--- src/rtl/core/cfsh_pkg.sv ---
// ----------------------------------------------------------------------------
// cfsh_pkg
// Shared widths, codes, control structs and character helpers.
// ----------------------------------------------------------------------------
package cfsh_pkg;

	localparam int CHAR_W     = 8;
	localparam int HASH_W     = 32;
	localparam int PROG_W     = 3;

	localparam logic [PROG_W-1:0] PREFIX_LEN = 3'd5;
	localparam logic [CHAR_W-1:0] CASE_BIT   = 8'h20;

	// literal parser phase
	typedef enum logic [1:0] {
		PH_SKIP   = 2'd0,
		PH_DIGITS = 2'd1,
		PH_STOP   = 2'd2
	} lit_phase_t;

	// per-cycle control from the top level to the datapath units
	typedef struct packed {
		logic              step;    // non-terminator byte consumed
		logic              finish;  // terminator consumed, result taken
		logic [CHAR_W-1:0] ch;
	} step_ctl_t;

	typedef struct packed {
		logic              is_literal;
		logic [HASH_W-1:0] value;
	} lit_result_t;

	// "hash:" prefix, byte by position
	function automatic logic [CHAR_W-1:0] prefix_byte(input logic [PROG_W-1:0] idx);
		logic [CHAR_W-1:0] b;
		case (idx)
			3'd0:    b = 8'h68; // h
			3'd1:    b = 8'h61; // a
			3'd2:    b = 8'h73; // s
			3'd3:    b = 8'h68; // h
			3'd4:    b = 8'h3A; // :
			default: b = 8'h00;
		endcase
		return b;
	endfunction

	function automatic logic is_space(input logic [CHAR_W-1:0] c);
		return (c == 8'h20) || ((c >= 8'h09) && (c <= 8'h0D));
	endfunction

	function automatic logic is_digit(input logic [CHAR_W-1:0] c);
		return (c >= 8'h30) && (c <= 8'h39);
	endfunction

endpackage

--- src/rtl/core/cfsh_byte_if.sv ---
// ----------------------------------------------------------------------------
// cfsh_byte_if
// Valid/ready channel carrying one string byte per transaction.
// ----------------------------------------------------------------------------
interface cfsh_byte_if;
	logic                        valid;
	logic                        ready;
	logic [cfsh_pkg::CHAR_W-1:0] char_byte;

	modport source (output valid, output char_byte, input ready);
	modport sink   (input valid, input char_byte, output ready);
endinterface

--- src/rtl/core/cfsh_result_if.sv ---
// ----------------------------------------------------------------------------
// cfsh_result_if
// Valid/ready channel carrying one hash or literal result per transaction.
// ----------------------------------------------------------------------------
interface cfsh_result_if;
	logic                        valid;
	logic                        ready;
	logic [cfsh_pkg::HASH_W-1:0] hash_value;
	logic                        was_literal;

	modport source (output valid, output hash_value, output was_literal, input ready);
	modport sink   (input valid, input hash_value, input was_literal, output ready);
endinterface

--- src/rtl/core/case_folded_string_hash_or_literal_core.sv ---
// ----------------------------------------------------------------------------
// case_folded_string_hash_or_literal_core
// Case-folded one-at-a-time string hash with a "hash:" decimal literal override.
// ----------------------------------------------------------------------------
// Feed a C string one byte per transaction on chars; a zero byte ends it and
// produces exactly one transaction on results. Letters A..Z are folded to
// lower case, each byte is sign-extended and mixed with the one-at-a-time
// round, and the final avalanche is applied on the terminator. A string that
// starts with the exact bytes "hash:" and has at least one more byte instead
// returns its atoi-style decimal value (wrapping mod 2^32) with was_literal
// set. Throughput is one byte per cycle, strings back to back with no gap,
// except when a terminator stalls. The terminator passes through the input
// register and then the result register before results.valid. The only stall
// is a terminator that finds the result register still holding an
// unclaimed result; it waits in the input register until results.ready.
// ----------------------------------------------------------------------------
module case_folded_string_hash_or_literal_core (
	input logic           clk,
	input logic           arst_n,
	cfsh_byte_if.sink     chars,
	cfsh_result_if.source results
);
	import cfsh_pkg::*;

	// input register
	logic              valid_s1;
	logic [CHAR_W-1:0] char_s1;

	// result register
	logic              res_valid_q;
	logic [HASH_W-1:0] res_hash_q;
	logic              res_lit_q;

	logic              out_free;
	logic              is_term;
	logic              advance;
	step_ctl_t         ctl;
	logic [HASH_W-1:0] final_hash;
	lit_result_t       lit;

	// result register can take a new value this cycle
	assign out_free = !res_valid_q || results.ready;
	assign is_term  = (char_s1 == '0);
	// non-terminator bytes never touch the result register, so they always move
	assign advance  = valid_s1 && (!is_term || out_free);

	assign chars.ready = !valid_s1 || advance;

	always_comb begin
		ctl.step   = valid_s1 && !is_term;
		ctl.finish = valid_s1 && is_term && out_free;
		ctl.ch     = char_s1;
	end

	always_ff @(posedge clk or negedge arst_n) begin
		if (!arst_n) begin
			valid_s1 <= 1'b0;
		end else if (chars.ready) begin
			valid_s1 <= chars.valid;
		end
	end

	always_ff @(posedge clk) begin
		if (chars.valid && chars.ready) begin
			char_s1 <= chars.char_byte;
		end
	end

	cfsh_mix u_mix (
		.clk       (clk),
		.arst_n    (arst_n),
		.ctl       (ctl),
		.final_hash(final_hash)
	);

	cfsh_literal u_literal (
		.clk   (clk),
		.arst_n(arst_n),
		.ctl   (ctl),
		.res   (lit)
	);

	// result register: loads on terminator, drops when taken
	always_ff @(posedge clk or negedge arst_n) begin
		if (!arst_n) begin
			res_valid_q <= 1'b0;
		end else if (ctl.finish) begin
			res_valid_q <= 1'b1;
		end else if (results.ready) begin
			res_valid_q <= 1'b0;
		end
	end

	always_ff @(posedge clk) begin
		if (ctl.finish) begin
			res_hash_q <= lit.is_literal ? lit.value : final_hash;
			res_lit_q  <= lit.is_literal;
		end
	end

	assign results.valid       = res_valid_q;
	assign results.hash_value  = res_hash_q;
	assign results.was_literal = res_lit_q;

endmodule

--- src/rtl/core/cfsh_mix.sv ---
// ----------------------------------------------------------------------------
// cfsh_mix
// One-at-a-time mix accumulator with case folding and the final avalanche.
// ----------------------------------------------------------------------------
module cfsh_mix (
	input  logic                        clk,
	input  logic                        arst_n,
	input  cfsh_pkg::step_ctl_t         ctl,
	output logic [cfsh_pkg::HASH_W-1:0] final_hash
);
	import cfsh_pkg::*;

	logic [HASH_W-1:0] acc_q;
	logic [CHAR_W-1:0] folded;
	logic [HASH_W-1:0] ext, h1, h2, h3;
	logic [HASH_W-1:0] f1, f2;

	always_comb begin
		folded = ctl.ch;
		if ((ctl.ch >= 8'h41) && (ctl.ch <= 8'h5A)) begin
			folded = ctl.ch + CASE_BIT;
		end
		// signed char
		ext = {{(HASH_W-CHAR_W){folded[CHAR_W-1]}}, folded};
		h1  = acc_q + ext;
		h2  = h1 + (h1 << 10);
		h3  = h2 ^ (h2 >> 6);
	end

	always_comb begin
		f1         = acc_q + (acc_q << 3);
		f2         = f1 ^ (f1 >> 11);
		final_hash = f2 + (f2 << 15);
	end

	always_ff @(posedge clk or negedge arst_n) begin
		if (!arst_n) begin
			acc_q <= '0;
		end else if (ctl.finish) begin
			acc_q <= '0;
		end else if (ctl.step) begin
			acc_q <= h3;
		end
	end

endmodule

--- src/rtl/core/cfsh_literal.sv ---
// ----------------------------------------------------------------------------
// cfsh_literal
// "hash:" prefix matcher and atoi-style decimal parser.
// ----------------------------------------------------------------------------
module cfsh_literal (
	input  logic                  clk,
	input  logic                  arst_n,
	input  cfsh_pkg::step_ctl_t   ctl,
	output cfsh_pkg::lit_result_t res
);
	import cfsh_pkg::*;

	logic [PROG_W-1:0] prog_q, prog_d;
	logic              failed_q, failed_d;
	logic              past_q, past_d;
	logic [HASH_W-1:0] value_q, value_d;
	lit_phase_t        phase_q, phase_d;
	logic              neg_q, neg_d;

	logic [CHAR_W-1:0] dval;
	logic [HASH_W-1:0] accum;
	logic              digit;

	always_comb begin
		dval  = ctl.ch - 8'h30;
		digit = is_digit(ctl.ch);
		accum = (value_q << 3) + (value_q << 1) + {{(HASH_W-CHAR_W){1'b0}}, dval};
	end

	// next state
	always_comb begin
		prog_d   = prog_q;
		failed_d = failed_q;
		past_d   = past_q;
		value_d  = value_q;
		phase_d  = phase_q;
		neg_d    = neg_q;
		if (ctl.step && !failed_q) begin
			if (prog_q < PREFIX_LEN) begin
				if (ctl.ch == prefix_byte(prog_q)) begin
					prog_d = prog_q + 3'd1;
				end else begin
					failed_d = 1'b1;
				end
			end else begin
				past_d = 1'b1;
				unique case (phase_q)
					PH_SKIP: begin
						if (is_space(ctl.ch)) begin
							phase_d = PH_SKIP;
						end else if ((ctl.ch == 8'h2B) || (ctl.ch == 8'h2D)) begin
							neg_d   = (ctl.ch == 8'h2D);
							phase_d = PH_DIGITS;
						end else if (digit) begin
							value_d = accum;
							phase_d = PH_DIGITS;
						end else begin
							phase_d = PH_STOP;
						end
					end
					PH_DIGITS: begin
						if (digit) begin
							value_d = accum;
						end else begin
							phase_d = PH_STOP;
						end
					end
					default: begin
						phase_d = PH_STOP;
					end
				endcase
			end
		end
	end

	// outputs
	always_comb begin
		res.is_literal = !failed_q && (prog_q == PREFIX_LEN) && past_q;
		res.value      = neg_q ? (HASH_W'(0) - value_q) : value_q;
	end

	always_ff @(posedge clk or negedge arst_n) begin
		if (!arst_n) begin
			prog_q   <= '0;
			failed_q <= 1'b0;
			past_q   <= 1'b0;
			value_q  <= '0;
			phase_q  <= PH_SKIP;
			neg_q    <= 1'b0;
		end else if (ctl.finish) begin
			prog_q   <= '0;
			failed_q <= 1'b0;
			past_q   <= 1'b0;
			value_q  <= '0;
			phase_q  <= PH_SKIP;
			neg_q    <= 1'b0;
		end else begin
			prog_q   <= prog_d;
			failed_q <= failed_d;
			past_q   <= past_d;
			value_q  <= value_d;
			phase_q  <= phase_d;
			neg_q    <= neg_d;
		end
	end

endmodule

--- src/flat_wrapper.sv ---
// flat-port wrapper written by rule: the top's interface ports become plain ports
module case_folded_string_hash_or_literal_core_flat import cfsh_pkg::*;
  (clk, arst_n, chars_valid, chars_char_byte, chars_ready, results_valid, results_hash_value, results_was_literal, results_ready);
  cfsh_byte_if chars_i ();
  cfsh_result_if results_i ();
  input logic clk;
  input logic arst_n;
  input wire logic [$bits(chars_i.valid)-1:0] chars_valid;
  input wire logic [$bits(chars_i.char_byte)-1:0] chars_char_byte;
  output wire logic [$bits(chars_i.ready)-1:0] chars_ready;
  output wire logic [$bits(results_i.valid)-1:0] results_valid;
  output wire logic [$bits(results_i.hash_value)-1:0] results_hash_value;
  output wire logic [$bits(results_i.was_literal)-1:0] results_was_literal;
  input wire logic [$bits(results_i.ready)-1:0] results_ready;
  assign chars_i.valid = chars_valid;
  assign chars_i.char_byte = chars_char_byte;
  assign chars_ready = chars_i.ready;
  assign results_valid = results_i.valid;
  assign results_hash_value = results_i.hash_value;
  assign results_was_literal = results_i.was_literal;
  assign results_i.ready = results_ready;
  case_folded_string_hash_or_literal_core u_core (.clk(clk), .arst_n(arst_n), .chars(chars_i), .results(results_i));
endmodule
--- config.mk ---
export PLATFORM = sky130hd
export DESIGN_NAME = case_folded_string_hash_or_literal_core_flat
export DESIGN_NICKNAME = d
export VERILOG_FILES = /design/src/rtl/core/cfsh_pkg.sv /design/src/rtl/core/cfsh_byte_if.sv /design/src/rtl/core/cfsh_result_if.sv /design/src/rtl/core/case_folded_string_hash_or_literal_core.sv /design/src/rtl/core/cfsh_mix.sv /design/src/rtl/core/cfsh_literal.sv /design/src/flat_wrapper.sv
export SDC_FILE = /design/constraint.sdc
export NUM_CORES = 1
export LEC_CHECK = 0
export BUFFER_PORTS_ARGS = -buffer_cell sky130_fd_sc_hd__buf_2
export CORE_MARGIN = 5
export CORE_UTILIZATION = 65
export CTS_CLUSTER_SIZE = 25
export DETAILED_ROUTE_END_ITERATION = 10
export PLACE_DENSITY_LB_ADDON = 0.12
export SLEW_MARGIN = 15
export SYNTH_ARGS = -nofsm -noshare
export SYNTH_HDL_FRONTEND = slang
export SYNTH_HIERARCHICAL = 1
export SYNTH_SLANG_ARGS = --single-unit
--- constraint.sdc ---
create_clock -name clk -period 8.45 [get_ports clk]
set_clock_uncertainty 0.2 [all_clocks]
set_input_delay 1.69 -clock clk [delete_from_list [all_inputs] [get_ports clk]]
set_output_delay 1.69 -clock clk [all_outputs]
set_load 0.1 [all_outputs]
==> metrics.txt <==
Avg Inst Size Synth=9.02 um2; Worst-path clk slew=0.06 ns; Antenna diodes=0; Hold Buf Count CTS=0; number of placement rows=50; Setup crit start kind=flip-flop; PortBufs=46; Hold Path End=u_core/u_literal/past_q; detailed-router iteration count before antenna repair=5; peak fanout along the critical path=25; syn nets=1577; largest net degree at the start of global routing=75; final RePlAce weighted congestion=0.979; vias=11000; worst reg2reg startpoint=u_core/char_s1[1]; # Max-Cap Violations=0; Fin. Hold Viols=0; Synth area leader=ha_1; total CTS buffers=17; sequential-to-total area share from yosys stat=0.245; Synth area leaders=ha_1 (16%), dfrtp_1 (15%), edfxtp_1 (9.8%); fmax=134 MHz; worst hold-check path type=reg -> reg; cells after synthesis=1396; Max clock buf depth=2; min-delay src=u_core/u_literal/past_q; die area=22200 um2; clk sink count=115; die width=149 um; Total Routed Length=32400 um; post_cts resized=0; status=complete, no violations; Reg2Reg Depth=26; main flop type after synthesis=dfrtp_1; cell family with most CP delay=compound AO/OA/AOI/OAI gates; Clock Latency Late Sink=0.43 ns; Post-synth EDFFs=41; Buf+Inv Stages, Crit Path=0; Commonest cells post-synth=ha_1 (159), xnor2_1 (130), a21oi_1 (121), nor2_1 (106), nand2_1 (85); Post-CTS Setup Inserts=0; r2r setup slk=1.01 ns; CTS tree=done; CP Data Required Time=8.53 ns; flops & latches, synth=115; CTS root buf=clkbuf_16; Min-Delay Path Depth=1; Cell Area, Synth=12600 um2; Area growth syn-to-layout=7.94%; min Tclk post-route=7.44 ns; Setup crit start=u_core/char_s1[1]; ys async rst share=0.643; top-count cell post-synth=ha_1; total global routing overflow=0; Initial Util=0.666; actual slew at the worst max-slew pin=1.04 ns; Antenna Nets Post-Route=0; initial antenna violation count=0; fraction of layout cells with a size suffix above 1=0.108; crit path kind=reg -> reg; FF-to-FF End=u_core/u_mix/acc_q[25]; Final period util=0.880; Crit. End Element=flip-flop; core area=18900 um2; vias in the first global route=10100; Unique masters post-synth=98; Starting DRT DRC Count=884; fin nets=1607; global-route wire length before repair=52200 um; crit-path most repeated cell=a21o_1; Synthesis Warnings=6; slowest CP cell=a21o_1; detailed-route DRC error count=0; Ports=47; Rel. slew slack=0.308; Wirelength per Cell=19.1 um; top cell type's share of synthesized area=0.158; setup tns final=0 ns; H-tree depth=4; CP Data Arrival Time=7.52 ns; CP peak stage delay=0.81 ns; Slew Viols, Final=0; RSZ-0062 raised after global routing=false; final setup vio count=0; Total Routing Usage GR=0.293; vias per inst=6.44; die height=149 um; post-DP HPWL=24400 um
-- state kept, by name (all words and copies together) (netlist names) --
name and count:
u_core/u_literal/phase_q 2, u_core/results.was_literal 1, u_core/u_literal/failed_q 1, u_core/u_literal/prog_q 3, u_core/u_literal/past_q 1, u_core/u_literal/neg_q 1
u_core/u_literal/value_q 32, u_core/u_mix/acc_q 32, u_core/valid_s1 1, u_core/char_s1 8, u_core/results.valid 1, u_core/results.hash_value 32
-- routing by layer --
layer	vias to the layer above	global-route usage	part of all wire
met4	0	0.0778	0.020
met2	426	0.466	0.45
met1	5222	0.413	0.45
li1	5246	-	-
met5	-	0	0
met3	56	0.0526	0.071
-- cell usage in the layout (no fill, tap or decap), drive strengths merged, types with 20 or more instances in the layout --
cell	instances
xnor2	131
nor2	106
ha	159
nand2	85
xor2	52
nor3	25
o21a	21
mux2	33
nand3	25
edfxtp	41
nor2b	22
clkbuf	20
a21o	47
inv	50
a211oi	37
dfrtp	74
buf	52
o21ai	80
a21oi	124
-- cell families after synthesis --
group | count (synthesis) | synth area share
flops | 115 | 0.245
buf+inv | 88 | 0.0290
xor+xnor | 186 | 0.135
fa+ha+maj | 171 | 0.176
simple gates | 364 | 0.147
compound gates | 427 | 0.230
mux | 45 | 0.0391
-- worst max-delay path by stage --
stage	endpoint	cells past startpoint	slack, ns
after global placement	u_core/u_mix/acc_q[25]	26	1.36
after detailed placement	u_core/u_mix/acc_q[25]	26	1.22
after floorplan	u_core/u_mix/acc_q[31]	25	2.02
after CTS	u_core/u_mix/acc_q[25]	26	1.12
after global routing	u_core/u_mix/acc_q[25]	26	0.51
final	u_core/u_mix/acc_q[25]	26	1.01
-- stage by stage --
stage	worst slack (ns)	instances	util	hold WS [ns]	cell area [um2]
after detailed placement	1.22	1667	0.689	0.272	13000
final	1.01	1699	0.719	0.292	13600
after CTS	1.12	1699	0.719	0.296	13600
after floorplan	2.02	1396	-	0.256	12600
after global placement	1.36	1667	0.689	0.290	13000
after global routing	0.511	1699	0.719	0.320	13600
-- area by class of cell --
type	count	area, um2
well taps	260	325
fillers	1475	5310
clock inverters	12	103
repair buffers	52	278
flip-flops and latches	115	3080
multi-input cells	1193	9150
clock buffers	20	468
inverters	47	176
Power is left out: the tool's default activity adds up to more than one toggle a clock period on the data nets, which glitch-free logic cannot reach.
